==> src/rtl/wsue_pkg.sv <==
`default_nettype none

package wsue_pkg;

	localparam int unsigned QUEUE_DEPTH = 4;

	localparam logic [7:0] ECHO_HDR = 8'h81;
	localparam logic [7:0] LEN_MASK = 8'h7F;
	localparam int unsigned MASK_BIT = 7;
	localparam logic [6:0] LEN_EXT = 7'd126;

	typedef enum logic [1:0] {
		PH_HDR0,
		PH_HDR1,
		PH_KEY,
		PH_DATA
	} phase_t;

	typedef enum logic [1:0] {
		OP_HDR,
		OP_DATA,
		OP_BAD
	} op_kind_t;

	// One queued operation: the echo header plus length, a payload byte, or an error
	typedef struct packed {
		op_kind_t   kind;
		logic [7:0] data;
		logic       last;
	} op_t;

endpackage

`default_nettype wire

==> src/rtl/wsue_front.sv <==
`default_nettype none

module wsue_front (
	input  wire logic          clk,
	input  wire logic          arst_n,
	input  wire logic          in_valid,
	output logic               in_ready,
	input  wire logic [7:0]    in_byte,
	input  wire logic          q_full,
	output logic               push,
	output wsue_pkg::op_t      push_op
);
	import wsue_pkg::*;

	phase_t     phase_q, phase_d;
	logic [7:0] key_q [4];
	logic       mask_q, mask_d;
	logic [6:0] left_q, left_d;
	logic [1:0] kidx_q, kidx_d;
	logic       key_we;
	logic       take;
	logic [6:0] len;
	logic       ext_len;
	logic [6:0] left_dec;

	assign in_ready = !q_full;
	assign take     = in_valid && in_ready;
	assign len      = in_byte[6:0] & LEN_MASK[6:0];
	assign ext_len  = (len >= LEN_EXT);
	assign left_dec = left_q - 7'd1;

	// Next phase
	always_comb begin
		phase_d = phase_q;
		if (take) begin
			unique case (phase_q)
				PH_HDR0: phase_d = PH_HDR1;
				PH_HDR1: begin
					if (ext_len)
						phase_d = PH_HDR0;
					else if (in_byte[MASK_BIT])
						phase_d = PH_KEY;
					else
						phase_d = (len == 7'd0) ? PH_HDR0 : PH_DATA;
				end
				PH_KEY: begin
					if (kidx_q == 2'd3)
						phase_d = (left_q == 7'd0) ? PH_HDR0 : PH_DATA;
				end
				PH_DATA: begin
					if (left_dec == 7'd0)
						phase_d = PH_HDR0;
				end
			endcase
		end
	end

	// Frame context updates and queue writes
	always_comb begin
		mask_d  = mask_q;
		left_d  = left_q;
		kidx_d  = kidx_q;
		key_we  = 1'b0;
		push    = 1'b0;
		push_op = '{kind: OP_DATA, data: 8'd0, last: 1'b0};
		if (take) begin
			unique case (phase_q)
				PH_HDR0: ;
				PH_HDR1: begin
					push = 1'b1;
					if (ext_len) begin
						push_op = '{kind: OP_BAD, data: 8'd0, last: 1'b0};
					end else begin
						mask_d  = in_byte[MASK_BIT];
						left_d  = len;
						kidx_d  = 2'd0;
						push_op = '{kind: OP_HDR, data: {1'b0, len}, last: (len == 7'd0)};
					end
				end
				PH_KEY: begin
					key_we = 1'b1;
					kidx_d = kidx_q + 2'd1;
				end
				PH_DATA: begin
					kidx_d  = kidx_q + 2'd1;
					left_d  = left_dec;
					push    = 1'b1;
					push_op = '{kind: OP_DATA,
						data: mask_q ? (in_byte ^ key_q[kidx_q]) : in_byte,
						last: (left_dec == 7'd0)};
				end
			endcase
		end
	end

	always_ff @(posedge clk or negedge arst_n) begin
		if (!arst_n) begin
			phase_q <= PH_HDR0;
			mask_q  <= 1'b0;
			left_q  <= 7'd0;
			kidx_q  <= 2'd0;
			key_q   <= '{default: 8'd0};
		end else begin
			phase_q <= phase_d;
			mask_q  <= mask_d;
			left_q  <= left_d;
			kidx_q  <= kidx_d;
			if (key_we)
				key_q[kidx_q] <= in_byte;
		end
	end

endmodule

`default_nettype wire

==> src/rtl/wsue_fifo.sv <==
`default_nettype none

module wsue_fifo #(
	parameter int unsigned Depth = wsue_pkg::QUEUE_DEPTH
) (
	input  wire logic          clk,
	input  wire logic          arst_n,
	input  wire logic          push,
	input  wire wsue_pkg::op_t push_op,
	output logic               full,
	input  wire logic          pop,
	output wsue_pkg::op_t      pop_op,
	output logic               empty
);
	import wsue_pkg::*;

	localparam int unsigned AW = (Depth > 1) ? $clog2(Depth) : 1;
	localparam int unsigned CW = $clog2(Depth + 1);
	localparam logic [AW-1:0] LastPtr = AW'(Depth - 1);

	op_t           slot_q [Depth];
	logic [AW-1:0] wr_q, rd_q;
	logic [CW-1:0] count_q;
	logic          do_push, do_pop;

	assign full    = (count_q == CW'(Depth));
	assign empty   = (count_q == '0);
	assign do_push = push && !full;
	assign do_pop  = pop && !empty;
	assign pop_op  = slot_q[rd_q];

	always_ff @(posedge clk) begin
		if (do_push)
			slot_q[wr_q] <= push_op;
	end

	always_ff @(posedge clk or negedge arst_n) begin
		if (!arst_n) begin
			wr_q    <= '0;
			rd_q    <= '0;
			count_q <= '0;
		end else begin
			if (do_push)
				wr_q <= (wr_q == LastPtr) ? '0 : wr_q + AW'(1);
			if (do_pop)
				rd_q <= (rd_q == LastPtr) ? '0 : rd_q + AW'(1);
			if (do_push && !do_pop)
				count_q <= count_q + CW'(1);
			else if (do_pop && !do_push)
				count_q <= count_q - CW'(1);
		end
	end

endmodule

`default_nettype wire

==> src/rtl/wsue_back.sv <==
`default_nettype none

module wsue_back (
	input  wire logic          clk,
	input  wire logic          arst_n,
	input  wire logic          q_empty,
	input  wire wsue_pkg::op_t q_op,
	output logic               pop,
	output logic               out_valid,
	input  wire logic          out_ready,
	output logic [7:0]         out_byte,
	output logic               out_last,
	output logic               out_bad
);
	import wsue_pkg::*;

	logic       valid_q;
	logic [7:0] byte_q;
	logic       last_q;
	logic       bad_q;
	// Length byte still owed after the echo header
	logic       pend_q;
	logic [7:0] pend_byte_q;
	logic       pend_last_q;
	logic       load;

	assign load      = !valid_q || out_ready;
	assign pop       = load && !pend_q && !q_empty;
	assign out_valid = valid_q;
	assign out_byte  = byte_q;
	assign out_last  = last_q;
	assign out_bad   = bad_q;

	always_ff @(posedge clk) begin
		if (load) begin
			if (pend_q) begin
				byte_q <= pend_byte_q;
				last_q <= pend_last_q;
				bad_q  <= 1'b0;
			end else if (!q_empty) begin
				unique case (q_op.kind)
					OP_HDR: begin
						byte_q      <= ECHO_HDR;
						last_q      <= 1'b0;
						bad_q       <= 1'b0;
						pend_byte_q <= q_op.data;
						pend_last_q <= q_op.last;
					end
					OP_BAD: begin
						byte_q <= 8'd0;
						last_q <= 1'b0;
						bad_q  <= 1'b1;
					end
					default: begin
						byte_q <= q_op.data;
						last_q <= q_op.last;
						bad_q  <= 1'b0;
					end
				endcase
			end
		end
	end

	always_ff @(posedge clk or negedge arst_n) begin
		if (!arst_n) begin
			valid_q <= 1'b0;
			pend_q  <= 1'b0;
		end else if (load) begin
			if (pend_q) begin
				valid_q <= 1'b1;
				pend_q  <= 1'b0;
			end else begin
				valid_q <= !q_empty;
				pend_q  <= !q_empty && (q_op.kind == OP_HDR);
			end
		end
	end

endmodule

`default_nettype wire

==> src/rtl/websocket_frame_unmask_echo.sv <==
`default_nettype none

// WebSocket echo unmasker for short frames. Feed the raw frame stream one byte per item on the
// s_ side; the m_ side returns, per frame, the echo header 0x81, the 7-bit payload length and
// the payload with the client mask removed (unmasked frames pass through as they are), tlast
// set on the final byte of each echo frame (on the length byte itself for an empty frame). The
// first header byte of a frame is dropped and the four mask key bytes give no output. A length
// code of 126 or 127 yields a single item with tuser = 1 and data 0, after which the next byte
// is taken as the first header byte of a new frame. Rate: one input byte per cycle and one
// output byte per cycle, sustained while m_tready stays high. The front end classifies each
// byte and removes the mask combinationally and writes the queue at the edge that accepts the
// byte; the back end loads its output register from the queue once that register is empty or
// being taken, and each output item is presented from that register. A header expands into
// two output items from that register, the echo header followed by the length byte. A queue of
// QueueDepth entries between them lets either side stall on its own; the front stalls only
// when that queue is full, which the two-item header cannot cause on its own since the first
// header byte of every frame gives no output and so leaves the back end time to catch up.
module websocket_frame_unmask_echo #(
	parameter int unsigned QueueDepth = wsue_pkg::QUEUE_DEPTH
) (
	input  wire logic       clk,
	input  wire logic       arst_n,
	input  wire logic       s_tvalid,
	output logic            s_tready,
	input  wire logic [7:0] s_tdata,  // [7:0] frame_byte
	output logic            m_tvalid,
	input  wire logic       m_tready,
	output logic [7:0]      m_tdata,  // [7:0] out_byte
	output logic            m_tlast,  // out_last
	output logic            m_tuser   // [0] bad_length
);
	import wsue_pkg::*;

	op_t  push_op, pop_op;
	logic push, q_full, pop, q_empty;

	// Front: track the frame header, capture the key, unmask payload
	wsue_front u_front (
		.clk      (clk),
		.arst_n   (arst_n),
		.in_valid (s_tvalid),
		.in_ready (s_tready),
		.in_byte  (s_tdata),
		.q_full   (q_full),
		.push     (push),
		.push_op  (push_op)
	);

	// Decouple classification from output framing
	wsue_fifo #(
		.Depth (QueueDepth)
	) u_fifo (
		.clk     (clk),
		.arst_n  (arst_n),
		.push    (push),
		.push_op (push_op),
		.full    (q_full),
		.pop     (pop),
		.pop_op  (pop_op),
		.empty   (q_empty)
	);

	// Back: expand queued operations into echo items, hold them under backpressure
	wsue_back u_back (
		.clk       (clk),
		.arst_n    (arst_n),
		.q_empty   (q_empty),
		.q_op      (pop_op),
		.pop       (pop),
		.out_valid (m_tvalid),
		.out_ready (m_tready),
		.out_byte  (m_tdata),
		.out_last  (m_tlast),
		.out_bad   (m_tuser)
	);

endmodule

`default_nettype wire

==> config.mk <==
export PLATFORM = sky130hd
export DESIGN_NAME = websocket_frame_unmask_echo
export DESIGN_NICKNAME = d
export VERILOG_FILES = /design/src/rtl/wsue_pkg.sv /design/src/rtl/wsue_front.sv /design/src/rtl/wsue_fifo.sv /design/src/rtl/wsue_back.sv /design/src/rtl/websocket_frame_unmask_echo.sv
export SDC_FILE = /design/constraint.sdc
export NUM_CORES = 1
export LEC_CHECK = 0
export BUFFER_PORTS_ARGS = -buffer_cell sky130_fd_sc_hd__buf_2
export CORE_MARGIN = 4
export CORE_UTILIZATION = 23
export DETAILED_ROUTE_END_ITERATION = 8
export GPL_TIMING_DRIVEN = 0
export PLACE_DENSITY = 0.4
export SETUP_SLACK_MARGIN = 0.4
export SLEW_MARGIN = 25
export SYNTH_ARGS = -nofsm -noshare
export SYNTH_HDL_FRONTEND = slang
export SYNTH_HIERARCHICAL = 1
export SYNTH_SLANG_ARGS = --single-unit
==> constraint.sdc <==
create_clock -name clk -period 8 [get_ports clk]
set_clock_uncertainty 0.15 [all_clocks]
set_input_delay 0.4 -clock clk [delete_from_list [all_inputs] [get_ports clk]]
set_output_delay 0.4 -clock clk [all_outputs]
set_load 0.01 [all_outputs]
==> results of run 1 <==
## flip-flops by register name, summed over array words and instances (netlist names)
name                cells
u_back/out_last         1
u_front/left_q          7
u_front/mask_q          1
u_back/pend_byte_q      8
u_front/phase_q         2
u_fifo/wr_q             2
u_back/pend_last_q      1
u_back/out_byte         8
u_front/kidx_q          2
u_back/out_bad          1
u_fifo/slot_q          44
u_back/out_valid        1
u_front/key_q          32
u_fifo/count_q          3
u_back/pend_q           1
u_fifo/rd_q             2
## power by group through the flow
stage,Combinational [W],Clock (W),Sequential (W)
3_5_place_dp,0.000944,0,0.00102
4_1_cts,0.000948,0.000779,0.00101
6_report,0.000932,0.000756,0.00100
3_3_place_gp,0.000929,0,0.00101
5_1_grt,0.00105,0.000808,0.00103
2_1_floorplan,0.000695,0,0.00100
## how the worst min path moves through the flow
| stage | slack, ns | to | cells past startpoint |
|---|---|---|---|
| 2_1_floorplan | -0.05 | u_back/out_valid | 0 |
| 3_3_place_gp | 0.33 | u_front/key_q[27] | 1 |
| 3_5_place_dp | 0.34 | u_front/key_q[30] | 1 |
| 4_1_cts | 0.14 | u_back/pend_q | 3 |
| 5_1_grt | 0.19 | u_back/pend_q | 3 |
| 6_report | 0.17 | u_back/pend_q | 3 |
## final cells by class
cell class | instances | area [sq um]
Buffer | 22 | 116
Clock inverter | 8 | 101
Fill cell | 2313 | 16400
Tap cell | 313 | 392
Multi-Input combinational cell | 231 | 2030
Inverter | 14 | 55.1
Sequential cell | 116 | 3220
Timing Repair Buffer | 17 | 92.6
Clock buffer | 24 | 492
## cell families (layout without fill, tap and decap cells)
group | count (synthesis) | in the layout | share of synthesized area [%]
adder cells (fa/ha/maj) | 14 | 14 | 3.38
AO/OA/AOI/OAI | 65 | 65 | 8.21
buffers and inverters | 36 | 85 | 3.17
flip-flops | 116 | 116 | 59.5
XOR/XNOR | 6 | 6 | 0.971
multiplexers | 56 | 56 | 15.7
AND/OR/NAND/NOR | 90 | 90 | 9.07
## through the flow
stage / setup WS, ns / utilization (%) / cell area, sq um / hold slack, ns / cells
2_1_floorplan: 5.27 / - / 5410 / -0.0456 / 383
3_3_place_gp: 4.74 / 25.7 / 5880 / 0.333 / 712
3_5_place_dp: 4.86 / 25.7 / 5890 / 0.338 / 712
4_1_cts: 4.84 / 28.3 / 6490 / 0.140 / 745
5_1_grt: 4.64 / 28.3 / 6490 / 0.188 / 745
6_report: 4.93 / 28.3 / 6490 / 0.173 / 745
## synthesized netlist by cell type, drive strengths merged (6+ instances only)
cell	count
nor2b	6
mux2	36
dfrtp	53
buf	13
or2	6
nand2	25
a22o	7
inv	14
ha	13
mux4	19
nand3	10
nand4	6
nor2	16
a21oi	17
and2	6
clkbuf	9
o21ai	17
edfxtp	63
nor3	6
## per-layer routing
metal,track usage [%],vias to the layer above,part of all wire (%)
met5,0,-,0
met2,16.1,68,49
met1,12.8,1654,47
li1,-,1518,-
met3,2.53,18,3.1
met4,4.07,0,1.4
## worst register-to-register path: stages (launching register included)
cell and delay (ns):
dfrtp_1 0.42, nor3b_2 0.21, nor2b_1 0.36, nand2_1 0.27
inv_2 0.19, nor2b_1 0.14, buf_2 0.19, ha_1 0.21
inv_1 0.06, fa_1 0.38, xor2_1 0.16, nor2_1 0.11
xor2_1 0.14
==> impl_metrics.csv, run 1 <==
group,metric,value,unit
logic_synthesis,synthTopCellsByArea,"edfxtp_1 35%, dfrtp_1 25%, mux4_2 7.9%",
sta,rsz0062_at_grt,"false",
die,die-area,26000,sq um
sta,hold_violations,0,
critical_path,slowest_stage,"dfrtp_1",
clocking,clk_path_buf_depth,2,
grt,first_global_vias,3432,
critical_path,crit_path_max_incr_delay,0.42,ns
die,ios,24,
pwr,power.internal,0.00181,W
critical_path,endpoint,"u_fifo/count_q[2]",
logic_synthesis,async_reset_ff_share,45.7,%
pwr,ir_drop,0.125,mV
placed_design,dp_hpwl,8150,um
critical_path,crit_buf_inv,3,
critical_path,path_delay_family,"simple AND/OR/NAND/NOR gates",
critical_path,crit_start,"u_fifo/count_q[2]",
critical_path,critPathMaxFanout,7,
finish,layout_common_cells,"63 x edfxtp_1, 53 x dfrtp_1, 34 x mux2_2",
critical_path,r2r-end,"u_fifo/count_q[2]",
pwr,fin_total_pwr,0.00269,W
min_path,min_from,"m_tready",
routing,postRouteWirelength,12000,um
sta,clock.fmax,0.325,GHz
clocking,cts_tree,"built",
pwr,comb_power_share,34.6,%
die,die_y,161,um
clocking,hold_buffers,1,
logic_synthesis,syn_nets,409,
critical_path,path_class,"reg2reg",
logic_synthesis,netlist_instances,383,
logic_synthesis,seq_area_frac_synth,59.5,%
finish,antennaDiodeCount,0,
pwr,p_per_area,415,nW/um^2
routing,drtIter0Drc,202,
clocking,clkTransAtPathRegs,0.06,ns
sta,maxSlewHeadroom,40.9,%
routing,vias_per_cell,4.37,
finish,drive_gt1_share,32.2,%
placed_design,gp_congestion,0.751,
logic_synthesis,synth_top_area_share,35.0,%
pwr,pwr-share-clk,28.1,%
grt,grt_usage,9.95,%
clocking,cts_made_buffers,17,
finish,final_nets,445,
die,core_area,22900,sq um
pwr,swShare,32.8,%
grt,grt_overflow,0,
clocking,post-cts-setup-buffers,0,
sta,fin_crit_sh,38.4,%
critical_path,crit_cells,12,
min_path,hold_path_class,"in2reg",
logic_synthesis,syn_avg_cell_area,14.1,sq um
grt,grt_max_degree,54,
clocking,clk_latency,0.41,ns
pwr,seqPwrFrac,37.3,%
routing,drtPass1Iterations,4,
logic_synthesis,ys.flop_type,"edfxtp_1",
logic_synthesis,ys_ff_latch,116,
logic_synthesis,synth_edf_count,63,
placed_design,port_buffers,16,
logic_synthesis,ys_warn_count,6,
grt,antenna_found_initial,0,
critical_path,end_kind,"register",
pwr,leakage,2.49,nW
sta,period_minus_slack,3.07,ns
critical_path,cp_cell_sequence,"nor3b_2, nor2b_1, nand2_1, inv_2, nor2b_1, buf_2, ha_1, inv_1, fa_1, xor2_1, nor2_1, xor2_1",
critical_path,r2r_slack,4.93,ns
die,die_w,161,um
routing,wl_per_cell,16.1,um
routing,drc_errors,0,
routing,final_antenna_net_count,0,
status,status,"finished clean",
critical_path,r2r_start,"u_fifo/count_q[2]",
critical_path,required,8.19,ns
pwr,netSwitchingPower,0.000884,W
logic_synthesis,synth.largest_area_cell,"edfxtp_1",
clocking,htreeDepth,4,
die,start_util,23.6,%
clocking,root_buffer,"clkbuf_16",
critical_path,rr_worst_depth,12,
logic_synthesis,yosysUniqueCellTypes,64,
finish,mostFrequentLayoutCell,"edfxtp_1",
sta,tns,0,ns
sta,slew_violations,0,
grt,grt_first_pass_wirelength,19700,um
logic_synthesis,synth_area,5410,sq um
flow_run,cap_violations,0,
critical_path,crit_path_start_kind,"register",
die,rows,55,
sta,worst_pin_slew,0.886,ns
sta,setup_viol,0,
clocking,cts_resized,0,
routing,num_vias,3258,
finish,areaGrowthSynthToFinish,20.0,%
critical_path,critical_path_arrival,3.26,ns
clocking,cts.sinks,116,
Power figures use the tool's default switching activity.
==> run 2, diff against run 1 <==
PLACE_DENSITY = 0.41   (was 0.4)
clock period = 2.48 ns   (was 8 ns; I/O delays follow)
==> run 2 against run 1 <==
Via count increased by 2.8%; highest routed layer unchanged; flip-flop and latch count is the same; final area rose by 7.8%; global-route usage fell by 0.16 points; sequential share of layout area is 3.5 points lower.
==> impl_metrics.csv, run 2 (synthesis results as in run 1) <==
group,metric,value,unit
status,status,"finished clean",
finish,layout_common_cells,"63 x edfxtp_1, 49 x dfrtp_1, 33 x mux2_2",
critical_path,crit_start,"u_fifo/count_q[1]",
critical_path,critPathMaxFanout,4,
sta,worst_pin_slew,0.882,ns
sta,hold_violations,0,
routing,final_antenna_net_count,0,
placed_design,port_buffers,16,
routing,wl_per_cell,15.7,um
pwr,fin_total_pwr,0.00928,W
critical_path,end_kind,"register",
routing,drc_errors,0,
min_path,min_from,"s_tdata[2]",
critical_path,r2r_start,"u_fifo/count_q[1]",
finish,drive_gt1_share,44.3,%
clocking,cts_made_buffers,17,
die,die-area,26000,sq um
die,die_y,161,um
clocking,clkTransAtPathRegs,0.05,ns
finish,final_cell_area,7000,sq um
grt,grt_max_degree,54,
pwr,p_per_area,1330,nW/um^2
routing,drtPass1Iterations,5,
critical_path,path_class,"reg2reg",
sta,maxSlewHeadroom,41.2,%
critical_path,cp_cell_sequence,"nor3b_4, nor2b_4, nand2_4, inv_6, nor2b_1, buf_4, ha_4, inv_2, fa_2, mux2_4",
placed_design,gp_congestion,0.722,
critical_path,crit_path_start_kind,"register",
grt,grt_usage,9.80,%
critical_path,crit_path_max_incr_delay,0.45,ns
finish,reg.largest.list,"u_fifo/slot_q x44, u_front/key_q x32",
grt,first_global_vias,3500,
placed_design,dp_cells,712,
clocking,clk_latency,0.41,ns
clocking,cts.sinks,116,
critical_path,endpoint,"u_fifo/count_q[1]",
critical_path,critical_path_arrival,2.53,ns
die,rows,55,
die,ios,24,
pwr,ir_drop,0.471,mV
clocking,clk_path_buf_depth,2,
finish,antennaDiodeCount,0,
sta,tns,0,ns
critical_path,rr_worst_depth,10,
grt,grt_first_pass_wirelength,19500,um
min_path,hold_path_class,"in2reg",
clocking,root_buffer,"clkbuf_16",
placed_design,dp_hpwl,7990,um
finish,areaGrowthSynthToFinish,29.4,%
finish,final_nets,482,
grt,antenna_found_initial,0,
routing,postRouteWirelength,12200,um
flow_run,cap_violations,0,
routing,num_vias,3349,
die,core_area,22900,sq um
grt,grt_overflow,0,
critical_path,slowest_stage,"dfrtp_2",
finish,fin_cells,782,
finish,seqCellArea,3220,sq um
sta,setup_viol,0,
critical_path,r2r_slack,0.09,ns
die,die_w,161,um
sta,clock.fmax,0.419,GHz
finish,largest_register_ff_count,44,
routing,drtIter0Drc,143,
finish,multi_input_area,2200,sq um
critical_path,r2r-end,"u_fifo/count_q[1]",
sta,fin_crit_sh,96.2,%
critical_path,required,2.62,ns
die,start_util,23.6,%
clocking,cts_tree,"built",
sta,rsz0062_at_grt,"true",
sta,slew_violations,0,
finish,mostFrequentLayoutCell,"edfxtp_1",
finish,top_register,"u_fifo/slot_q",
sta,period_minus_slack,2.39,ns
clocking,htreeDepth,4,
pwr,leakage,2.71,nW
placed_design,placed_area,5940,sq um
routing,vias_per_cell,4.28,
finish,n_fill_cell,2258,
run 2: cell types whose count changed in the layout (fill, tap and decap cells not counted), sizes merged:
| cell | previous run | this run |
|---|---|---|
| clkbuf | 33 | 30 |
| dlygate4sd3 | 1 | 8 |
| clkinvlp | 0 | 2 |
| bufinv | 2 | 1 |
| buf | 29 | 61 |
run 2: per-stage QoR:
| stage | hold WS [ns] | setup slack, ns | util (%) |
|---|---|---|---|
| finish | 0.0500 | 0.0945 | 30.5 |
| global placement | 0.306 | -0.281 | 25.9 |
| detailed placement | 0.0823 | -0.305 | 25.9 |
| floorplan | -0.322 | 0.151 | - |
| CTS | 0.0170 | 0.0372 | 29.7 |
| global route | 0.0594 | 0.0183 | 30.5 |
run 2: final cells by class:
cell class                      instances  share of cell area, %
Inverter                               14                  0.858
Tap cell                              313                   5.60
Sequential cell                       116                   46.0
Multi-Input combinational cell        231                   31.5
Clock inverter                          9                   1.18
Clock buffer                           23                   6.54
Timing Repair Buffer                   54                   5.95
Buffer                                 22                   2.36
run 2: critical path: cells and delay by family, from the launching register on:
kind / cells / cell delay, ns
simple gates: 4 / 0.58
fa+ha+maj: 2 / 0.57
flops: 1 / 0.45
mux: 1 / 0.27
buf+inv: 3 / 0.24
run 2: layer usage:
metal	up-vias	global-route usage (%)	share of wire [%]
met4	0	3.96	1.4
met2	62	15.8	49
met5	-	0	0
li1	1592	-	-
met1	1680	12.0	46
met3	15	3.44	4.1
run 2: report_power, final:
part,switching (W),internal [W]
registers,0.000371,0.00287
logic,0.00187,0.00192
clock network,0.000856,0.00140
run 2: how the worst min path moves through the flow:
stage                        endpoint  slack (ns)  depth (start not counted)
floorplan            u_back/out_valid       -0.32                          0
global placement    u_front/key_q[13]        0.31                          1
detailed placement  u_front/key_q[13]        0.08                          1
CTS                 u_front/key_q[18]        0.02                          2
global route        u_front/key_q[10]        0.06                          2
finish              u_front/key_q[10]        0.05                          2
run 2: repair_timing:
item                                    in CTS  in global routing
hold buffers                                 8                  0
hold endpoints to repair                    80                  0
setup buffers                               21                  9
endpoints found under the setup margin     138                142
pin swaps                                    8                  8
gates resized for setup                     25                 47
